**config.mk**
```make
export PLATFORM = sky130hd
export DESIGN_NAME = mesh_sensor_status_parser
export DESIGN_NICKNAME = d
export VERILOG_FILES = /design/src/hw/rtl/msp_pkg.sv /design/src/hw/rtl/mesh_sensor_status_parser.sv /design/src/hw/rtl/msp_store.sv /design/src/hw/rtl/msp_byte_parser.sv
export SDC_FILE = /design/constraint.sdc
export NUM_CORES = 1
export LEC_CHECK = 0
export BUFFER_PORTS_ARGS = -buffer_cell sky130_fd_sc_hd__buf_2
export CORE_UTILIZATION = 30
export DETAILED_ROUTE_END_ITERATION = 10
export SYNTH_ARGS = -nofsm -noshare
export SYNTH_HDL_FRONTEND = slang
export SYNTH_SLANG_ARGS = --single-unit
export TNS_END_PERCENT = 5
```
**constraint.sdc**
```tcl
create_clock -name clk -period 7.3 [get_ports clk]
set_input_delay 1.095 -clock clk [delete_from_list [all_inputs] [get_ports clk]]
set_output_delay 1.095 -clock clk [all_outputs]
set_load 0.01 [all_outputs]
```
**src/hw/rtl/msp_pkg.sv**
```systemverilog
package msp_pkg;

  localparam int unsigned PROPERTY_COUNT = 11;
  localparam int unsigned MASK_W         = PROPERTY_COUNT;

  typedef enum logic [1:0] {
    CMD_BEGIN = 2'd0,
    CMD_BYTE  = 2'd1,
    CMD_END   = 2'd2,
    CMD_NONE  = 2'd3
  } cmd_t;

  typedef enum logic [1:0] {
    EV_RECORD  = 2'd0,
    EV_BUTTON  = 2'd1,
    EV_SUMMARY = 2'd2
  } event_t;

  typedef enum logic [1:0] {
    PH_HDR0  = 2'd0,
    PH_HDR1  = 2'd1,
    PH_LENB  = 2'd2,
    PH_VALUE = 2'd3
  } phase_t;

  typedef enum logic [1:0] {
    ST_RUN    = 2'd0,
    ST_REPLAY = 2'd1,
    ST_SUM    = 2'd2
  } ctl_state_t;

  localparam logic [3:0] CODE_NONE   = 4'd15;
  localparam logic [3:0] CODE_SEQ    = 4'd0;
  localparam logic [3:0] CODE_TEMP   = 4'd1;
  localparam logic [3:0] CODE_HUM    = 4'd2;
  localparam logic [3:0] CODE_TVOC   = 4'd3;
  localparam logic [3:0] CODE_ECO2   = 4'd4;
  localparam logic [3:0] CODE_HEART  = 4'd5;
  localparam logic [3:0] CODE_SPO2   = 4'd6;
  localparam logic [3:0] CODE_RED    = 4'd7;
  localparam logic [3:0] CODE_IR     = 4'd8;
  localparam logic [3:0] CODE_SWITCH = 4'd9;
  localparam logic [3:0] CODE_LIGHT  = 4'd10;

  // Store write request from the byte parser.
  typedef struct packed {
    logic        we;
    logic [3:0]  code;
    logic [31:0] value;
  } store_wr_t;

  function automatic logic [3:0] code_of(input logic [10:0] id);
    logic [3:0] c;
    unique case (id)
      11'h7FF: c = CODE_SEQ;
      11'h04F: c = CODE_TEMP;
      11'h076: c = CODE_HUM;
      11'h102: c = CODE_TVOC;
      11'h008: c = CODE_ECO2;
      11'h100: c = CODE_HEART;
      11'h101: c = CODE_SPO2;
      11'h103: c = CODE_RED;
      11'h104: c = CODE_IR;
      11'h105: c = CODE_SWITCH;
      11'h106: c = CODE_LIGHT;
      default: c = CODE_NONE;
    endcase
    return c;
  endfunction

  function automatic logic [2:0] need_of(input logic [3:0] code);
    logic [2:0] n;
    if (code == CODE_SEQ || code == CODE_RED || code == CODE_IR) n = 3'd4;
    else if (code == CODE_SWITCH || code == CODE_LIGHT) n = 3'd1;
    else if (code < CODE_SWITCH) n = 3'd2;
    else n = 3'd0;
    return n;
  endfunction

endpackage

```
**src/hw/rtl/mesh_sensor_status_parser.sv**
```systemverilog
// A payload byte that completes a switch property yields its button event
//   in the output register in the cycle after the request is accepted.
// One request per cycle for begin and payload bytes while the output register is free;
//   after end of message the input is held off while the replay walks every property
//   code, reading the store for each present property, and for the summary and any stalls.
// Reset: synchronous active-low rst_n clears parser and control state; store contents
//   are undefined until written and their read data is only used for properties marked present.
module mesh_sensor_status_parser (
  input  logic        clk,
  input  logic        rst_n,
  input  logic        cfg_we,
  input  logic [6:0]  cfg_wdata,
  input  logic        in_tvalid,
  output logic        in_tready,
  // in_tdata, from bit 0: data_byte[7:0], origin_addr[15:0], rssi[7:0], hops[7:0]
  input  logic [39:0] in_tdata,
  // in_tuser: cmd[1:0]
  input  logic [1:0]  in_tuser,
  output logic        out_tvalid,
  input  logic        out_tready,
  // out_tdata, from bit 0: property_code[3:0], value[31:0], present_mask[10:0],
  //   source_address[15:0], signal_dbm[7:0], hop_count[7:0], rx_ttl[6:0], pad
  output logic [87:0] out_tdata,
  // out_tuser: event_kind[1:0]
  output logic [1:0]  out_tuser,
  output logic        out_tlast
);
  import msp_pkg::*;

  localparam int unsigned IDX_W = $clog2(PROPERTY_COUNT);

  ctl_state_t  state_r, state_nxt;
  logic [6:0]  ttl_r;
  logic [PROPERTY_COUNT-1:0] present_r, present_nxt;
  logic [15:0] src_r;
  logic [7:0]  rssi_r, hops_r;
  logic [IDX_W-1:0] idx_r, idx_nxt;
  logic        rd_pend_r, rd_pend_nxt;
  logic        ov_r, ov_nxt;
  logic [1:0]  okind_r, okind_nxt;
  logic [3:0]  ocode_r, ocode_nxt;
  logic [31:0] oval_r, oval_nxt;
  logic        olast_r, olast_nxt;
  logic        ouse_rd_r, ouse_rd_nxt;
  logic [MASK_W-1:0] omask_r, omask_nxt;
  logic        accept, out_free, byte_en, restart;
  cmd_t        cmd;
  store_wr_t   wr;
  logic [31:0] rd_data;
  logic [3:0]  rd_addr;
  logic [6:0]  rx_ttl;

  assign cmd      = cmd_t'(in_tuser);
  assign out_free = !ov_r || out_tready;
  // The parser takes a request only with the output register free, so a button
  // event always has a place to go.
  assign in_tready = (state_r == ST_RUN) && out_free;
  assign accept    = in_tvalid && in_tready;
  assign byte_en   = accept && cmd == CMD_BYTE;
  assign restart   = (accept && cmd == CMD_BEGIN) || (state_r == ST_SUM && out_free);
  assign rd_addr   = 4'(idx_r);

  msp_byte_parser u_parser (
    .clk, .rst_n, .restart, .byte_en, .data_byte(in_tdata[7:0]), .wr
  );

  msp_store u_store (.clk, .wr, .rd_addr, .rd_data);

  always_comb begin
    state_nxt = state_r;
    unique case (state_r)
      ST_RUN:    if (accept && cmd == CMD_END) state_nxt = ST_REPLAY;
      // Replay walks the codes; a read issued for a present code is registered in the store
      // and, once the output register is free, moved into the output register.
      ST_REPLAY: if (out_free && !rd_pend_r && idx_r == IDX_W'(PROPERTY_COUNT - 1) &&
                     !present_r[idx_r]) state_nxt = ST_SUM;
                 else if (out_free && rd_pend_r &&
                     idx_r == IDX_W'(PROPERTY_COUNT - 1)) state_nxt = ST_SUM;
      ST_SUM:    if (out_free) state_nxt = ST_RUN;
      default:   state_nxt = ST_RUN;
    endcase
  end

  always_comb begin
    present_nxt = present_r;
    idx_nxt     = idx_r;
    rd_pend_nxt = 1'b0;
    ov_nxt      = ov_r && !out_tready;
    okind_nxt   = okind_r;
    ocode_nxt   = ocode_r;
    oval_nxt    = ouse_rd_r ? rd_data : oval_r;
    ouse_rd_nxt = 1'b0;
    olast_nxt   = olast_r;
    omask_nxt   = omask_r;
    if (wr.we) present_nxt[wr.code] = 1'b1;
    unique case (state_r)
      ST_RUN: begin
        if (accept && cmd == CMD_BEGIN) present_nxt = '0;
        if (accept && cmd == CMD_END) idx_nxt = '0;
        if (wr.we && wr.code == CODE_SWITCH) begin
          ov_nxt    = 1'b1;
          okind_nxt = EV_BUTTON;
          ocode_nxt = CODE_SWITCH;
          oval_nxt  = wr.value;
          olast_nxt = 1'b1;
          omask_nxt = MASK_W'(present_nxt);
        end
      end
      ST_REPLAY: begin
        if (out_free) begin
          if (rd_pend_r) begin
            ov_nxt      = 1'b1;
            okind_nxt   = EV_RECORD;
            ocode_nxt   = 4'(idx_r);
            ouse_rd_nxt = 1'b1;
            olast_nxt   = 1'b0;
            omask_nxt   = MASK_W'(present_r);
            if (idx_r != IDX_W'(PROPERTY_COUNT - 1)) idx_nxt = idx_r + 1'b1;
          end else if (present_r[idx_r]) begin
            rd_pend_nxt = 1'b1;
          end else if (idx_r != IDX_W'(PROPERTY_COUNT - 1)) begin
            idx_nxt = idx_r + 1'b1;
          end
        end else begin
          rd_pend_nxt = rd_pend_r;
        end
      end
      ST_SUM: begin
        if (out_free) begin
          ov_nxt      = 1'b1;
          okind_nxt   = EV_SUMMARY;
          ocode_nxt   = CODE_SEQ;
          oval_nxt    = '0;
          olast_nxt   = 1'b1;
          omask_nxt   = MASK_W'(present_r);
          present_nxt = '0;
          idx_nxt     = '0;
        end
      end
      default: ;
    endcase
  end

  always_ff @(posedge clk) begin
    if (!rst_n) begin
      state_r   <= ST_RUN;
      ttl_r     <= 7'd5;
      present_r <= '0;
      src_r     <= '0;
      rssi_r    <= '0;
      hops_r    <= '0;
      idx_r     <= '0;
      rd_pend_r <= 1'b0;
      ov_r      <= 1'b0;
      ouse_rd_r <= 1'b0;
    end else begin
      state_r   <= state_nxt;
      present_r <= present_nxt;
      idx_r     <= idx_nxt;
      rd_pend_r <= rd_pend_nxt;
      ov_r      <= ov_nxt;
      ouse_rd_r <= ouse_rd_nxt;
      if (cfg_we) ttl_r <= cfg_wdata;
      if (accept && cmd == CMD_BEGIN) begin
        src_r  <= in_tdata[23:8];
        rssi_r <= in_tdata[31:24];
        hops_r <= in_tdata[39:32];
      end
    end
  end

  always_ff @(posedge clk) begin
    okind_r <= okind_nxt;
    ocode_r <= ocode_nxt;
    oval_r  <= oval_nxt;
    olast_r <= olast_nxt;
    omask_r <= omask_nxt;
  end

  // Message metadata cannot change while a result waits; rx_ttl is combinational and follows cfg_we writes.
  assign rx_ttl = ({1'b0, hops_r} <= {2'b0, ttl_r}) ? ttl_r - hops_r[6:0] : 7'd0;

  assign out_tvalid = ov_r;
  assign out_tuser  = okind_r;
  assign out_tlast  = olast_r;
  assign out_tdata  = {2'b0, rx_ttl, hops_r, rssi_r, src_r, omask_r,
                       ouse_rd_r ? rd_data : oval_r, ocode_r};
endmodule

```
**src/hw/rtl/msp_store.sv**
```systemverilog
module msp_store (
  input  logic                 clk,
  input  msp_pkg::store_wr_t   wr,
  input  logic [3:0]           rd_addr,
  output logic [31:0]          rd_data
);
  import msp_pkg::*;

  logic [31:0] mem [0:PROPERTY_COUNT-1];

  always_ff @(posedge clk) begin
    if (wr.we && wr.code < 4'(PROPERTY_COUNT)) begin
      mem[wr.code] <= wr.value;
    end
    if (rd_addr < 4'(PROPERTY_COUNT)) begin
      rd_data <= mem[rd_addr];
    end else begin
      rd_data <= '0;
    end
  end
endmodule

```
**src/hw/rtl/msp_byte_parser.sv**
```systemverilog
module msp_byte_parser (
  input  logic               clk,
  input  logic               rst_n,
  input  logic               restart,
  input  logic               byte_en,
  input  logic [7:0]         data_byte,
  output msp_pkg::store_wr_t wr
);
  import msp_pkg::*;

  phase_t      phase_r, phase_nxt;
  logic [7:0]  hdr0_r, hdr0_nxt;
  logic [10:0] id_r, id_nxt;
  logic [7:0]  len_r, len_nxt;
  logic [7:0]  cnt_r, cnt_nxt;
  logic [31:0] shift_r, shift_nxt;
  logic [8:0]  len_a;
  logic [3:0]  code;
  logic [2:0]  need;
  logic [7:0]  cnt_inc;
  logic [15:0] r16;
  logic [31:0] v;

  assign code    = code_of(id_r);
  assign need    = need_of(code);
  assign cnt_inc = cnt_r + 8'd1;
  assign r16     = shift_nxt[15:0];
  assign len_a   = {5'd0, hdr0_r[4:1]} + 9'd1;

  always_comb begin
    unique case (code)
      CODE_TEMP: v = 32'($signed(r16)) * 32'd10;
      CODE_HUM, CODE_SPO2: v = {16'd0, r16} * 32'd10;
      CODE_TVOC, CODE_ECO2, CODE_HEART: v = {16'd0, r16};
      CODE_SWITCH, CODE_LIGHT: v = {31'd0, shift_nxt[7:0] != 8'd0};
      default: v = shift_nxt;
    endcase
  end

  always_comb begin
    phase_nxt = phase_r;
    hdr0_nxt  = hdr0_r;
    id_nxt    = id_r;
    len_nxt   = len_r;
    cnt_nxt   = cnt_r;
    shift_nxt = shift_r;
    wr        = '0;
    if (restart) begin
      phase_nxt = PH_HDR0;
      hdr0_nxt  = '0;
      id_nxt    = '0;
      len_nxt   = '0;
      cnt_nxt   = '0;
      shift_nxt = '0;
    end else if (byte_en) begin
      unique case (phase_r)
        PH_HDR0: begin
          hdr0_nxt  = data_byte;
          phase_nxt = PH_HDR1;
        end
        PH_HDR1: begin
          id_nxt = {data_byte, hdr0_r[7:5]};
          if (!hdr0_r[0]) begin
            len_nxt   = len_a[7:0];
            cnt_nxt   = '0;
            shift_nxt = '0;
            phase_nxt = PH_VALUE;
          end else begin
            phase_nxt = PH_LENB;
          end
        end
        PH_LENB: begin
          len_nxt   = data_byte;
          cnt_nxt   = '0;
          shift_nxt = '0;
          phase_nxt = (data_byte == 8'd0) ? PH_HDR0 : PH_VALUE;
        end
        default: begin
          if (cnt_r < 8'd4) begin
            shift_nxt = shift_r | ({24'd0, data_byte} << {cnt_r[1:0], 3'b000});
          end
          cnt_nxt = cnt_inc;
          if (code != CODE_NONE && need != 3'd0 && len_r >= {5'd0, need} &&
              cnt_inc == {5'd0, need}) begin
            wr.we    = 1'b1;
            wr.code  = code;
            wr.value = v;
          end
          if (cnt_inc >= len_r) phase_nxt = PH_HDR0;
        end
      endcase
    end
  end

  always_ff @(posedge clk) begin
    if (!rst_n) begin
      phase_r <= PH_HDR0;
      hdr0_r  <= '0;
      id_r    <= '0;
      len_r   <= '0;
      cnt_r   <= '0;
      shift_r <= '0;
    end else begin
      phase_r <= phase_nxt;
      hdr0_r  <= hdr0_nxt;
      id_r    <= id_nxt;
      len_r   <= len_nxt;
      cnt_r   <= cnt_nxt;
      shift_r <= shift_nxt;
    end
  end
endmodule

```
==> impl_metrics.env <==
export IMPL_p_leak_nw=9.044
export IMPL_synthCells=1935
export IMPL_cts_setup_buffers=0
export IMPL_crit_path_start_kind="flip-flop"
export IMPL_path_class="reg -> reg"
export IMPL_r2r_end="u_store.mem[3][19]$_DFFE_PP_"
export IMPL_portBuffers=144
export IMPL_hold_path_class="reg -> reg"
export IMPL_cts_tree="yes"
export IMPL_required_ns=7.62
export IMPL_h_tree_depth=2
export IMPL_finalHoldViolCount=0
export IMPL_ys_ff_latch=562
export IMPL_synth_ff_type="edfxtp_1"
export IMPL_slew_limit_headroom=0.2862
export IMPL_grt_antenna_before_repair=3
export IMPL_via_per_inst=5.038
export IMPL_worst_pin_slew_ns=1.068
export IMPL_grt_pass1_vias=15940
export IMPL_drive_above_1_share=0.1878
export IMPL_dp_cells=3054
export IMPL_firstDrtPassIters=5
export IMPL_place_congestion=0.8442
export IMPL_path_clk_slew_ns=0.06
export IMPL_track_usage=0.1486
export IMPL_wl_um=61660
export IMPL_status="complete, no violations"
export IMPL_clockBufferDepth=3
export IMPL_syn_avg_cell_area_um2=12.58
export IMPL_holdPathStages=2
export IMPL_antenna_left=0
export IMPL_numCtsBuffers=58
export IMPL_syn_cell_area_um2=24330
export IMPL_r2r_slack_ns=1.42
export IMPL_clock_latency_ns=0.61
export IMPL_async_flop_share=0
export IMPL_grt_pass1_wl_um=94760
export IMPL_die_area_um2=82250
export IMPL_dr_total_vias=15940
export IMPL_hold_end="src_r[1]$_SDFFE_PN0P_"
export IMPL_syn2layout_area_growth_pct=15.60
export IMPL_rr_startpoint="state_r[1]$_SDFFE_PN0P_"
export IMPL_die_width_um=286.8
export IMPL_start_util=0.3026
export IMPL_r2r_cells=15
export IMPL_synth_seq_area_share=0.6146
export IMPL_setup_tns_ns=0
export IMPL_core_um2=80420
export IMPL_path_max_fanout=12
export IMPL_gr_total_overflow=0
export IMPL_slew_viol_final=0
export IMPL_cap_violations=0
export IMPL_die_h_um=286.8
export IMPL_cp_arrival_ns=6.20
export IMPL_powerDensity_nw_per_um2=235.7
export IMPL_ctsRootBufferMaster="clkbuf_16"
export IMPL_layout_common_cells="370 x edfxtp_1, 224 x nand2_1, 189 x dfxtp_1"
export IMPL_nets=2178
export IMPL_utilization=0.3498
export IMPL_rsz0062_at_grt="false"
export IMPL_stdcell_count=3165
export IMPL_hold_start="src_r[1]$_SDFFE_PN0P_"
export IMPL_grt_start_max_net_pins=81
export IMPL_ios=147
export IMPL_fin_crit_sh=0.8057
export IMPL_layout_commonest_cell="edfxtp_1"
export IMPL_min_period_ns=5.881
export IMPL_yosysUniqueCellTypes=78
export IMPL_post_drt_wl_per_cell_um=19.48
export IMPL_setup_viol=0
export IMPL_ir_drop_mv=0.1786
export IMPL_dpl_hpwl_um=39060
export IMPL_first_iter_violations=1153
export IMPL_cts_hold_buf=0
export IMPL_yosys_warnings=0
export IMPL_cts_repair_resized=0
export IMPL_fin_skew_ns=0.01726
export IMPL_fmax_mhz=170.0
export IMPL_num_rows=104
export IMPL_drc_errors=0
export IMPL_cts_sinks=562
export IMPL_end_kind="flip-flop"
export IMPL_synth_edf_count=370
==> layer usage <==
layer  share of wire  up-vias  track usage
li1                -     7419            -
met1            0.44     7968       0.1949
met2            0.49      442       0.2525
met3           0.048      115      0.01929
met4           0.030        0      0.05013
met5               0        -            0
==> metrics by stage <==
step	worst slack [ns]	hold slack, ns	area [um^2]	power (mW)
floorplan	1.937	0.4319	24340	3.683
global route	1.005	0.4881	28130	6.853
CTS	1.514	0.4678	28120	6.712
detailed placement	1.033	0.4591	26250	3.820
global placement	1.215	0.4441	26250	3.813
finish	1.419	0.4662	28130	6.631
==> cells in the mapped netlist (all sizes together), types with 5 or more instances <==
master / number / area (um^2)
o211ai: 7 / 52.55
nor4: 15 / 93.84
a211oi: 9 / 72.57
xnor2: 13 / 113.9
a22oi: 61 / 457.9
mux2i: 42 / 420.4
a21boi: 38 / 285.3
nor2b: 48 / 300.3
o31ai: 5 / 37.54
a22o: 6 / 52.55
clkbuf: 96 / 361.6
edfxtp: 370 / 11110
nand2: 225 / 847.1
nor3: 42 / 210.2
and2: 18 / 112.6
nand3b: 5 / 37.54
or2: 6 / 37.54
mux2: 31 / 349.1
o21a: 29 / 219.0
or3: 19 / 123.9
nand2b: 22 / 137.6
o21ai: 99 / 495.5
buf: 19 / 90.09
nand3: 46 / 230.2
nor3b: 6 / 45.04
a21o: 12 / 90.09
xor2: 14 / 122.6
ha: 68 / 850.8
nor2: 90 / 337.8
mux4: 66 / 1486
and3: 5 / 31.28
nand4: 15 / 123.9
dfxtp: 192 / 3844
inv: 54 / 202.7
a21oi: 87 / 435.4
==> critical path: stages, from the launching register on <==
cell      delay, ns
dfxtp_1        0.33
inv_1          0.10
ha_1           0.46
and3b_1        0.32
nand3_1        0.38
or3_1          0.50
a21oi_1        0.44
ha_1           0.35
ha_1           0.31
a211oi_1       0.40
nor4_1         0.15
nor2_1         0.19
a41oi_1        0.30
a311o_1        0.59
a21boi_0       0.18
a21oi_1        0.58
==> layout make-up <==
type                       count  area, um^2
tap                         1060        1326
antenna                        2       5.005
sequential                   562       14960
clock buffer                  79        1580
multi-input combinational   1204        8817
fill                        7817       52290
clock inverter                30       292.8
inverter                      55       206.4
timing repair buffer         173       938.4
==> where the power goes <==
group	leakage, nW	switching, mW	internal, mW	total [mW]
clock	0.915	1.22	1.67	2.88
sequential	4.33	0.0242	3.39	3.42
combinational	3.80	0.224	0.106	0.331
==> flip-flops by register name, summed over array words and instances, names as in the netlist <==
| name | count |
|---|---|
| u_parser.shift_r | 32 |
| u_parser.len_r | 8 |
| u_store.mem | 352 |
| ouse_rd_r | 1 |
| out_tuser | 2 |
| u_parser.phase_r | 2 |
| u_parser.id_r | 11 |
| idx_r | 4 |
| src_r | 16 |
| u_parser.cnt_r | 8 |
| oval_r | 32 |
| rd_pend_r | 1 |
| hops_r | 8 |
| ocode_r | 4 |
| rssi_r | 8 |
| u_parser.hdr0_r | 8 |
| ttl_r | 7 |
| omask_r | 11 |
| out_tvalid | 1 |
| present_r | 11 |
| u_store.rd_data | 32 |
| state_r | 2 |
| out_tlast | 1 |
==> cell families (layout without fill, tap and decap cells) <==
kind of cell               Yosys count  in the layout  synth area share
AOI/OAI and AO/OA                  389            389            0.1040
xor gates and xnor gates            27             27          0.009718
adders and majority gates           70             70           0.03661
buffers and inverters              170            337           0.02705
DFF                                562            562            0.6146
muxes                              139            139           0.09271
other                                1              4         0.0001541
and+or+nand+nor                    577            577            0.1152
==> worst max path at each step <==
stage                                              start                       endpoint  slack, ns
after floorplan           u_parser.id_r[10]$_SDFFE_PP0P_   u_store.mem[10][0]$_DFFE_PP_       1.94
after global placement                        out_tready  u_store.mem[10][19]$_DFFE_PP_       1.22
after detailed placement                      out_tready   u_store.mem[9][19]$_DFFE_PP_       1.03
after CTS                        state_r[0]$_SDFFE_PN0P_   u_store.mem[0][19]$_DFFE_PP_       1.51
after global routing             state_r[1]$_SDFFE_PN0P_   u_store.mem[3][19]$_DFFE_PP_       1.00
final                            state_r[1]$_SDFFE_PN0P_   u_store.mem[3][19]$_DFFE_PP_       1.42
Power figures use the tool's default switching activity.
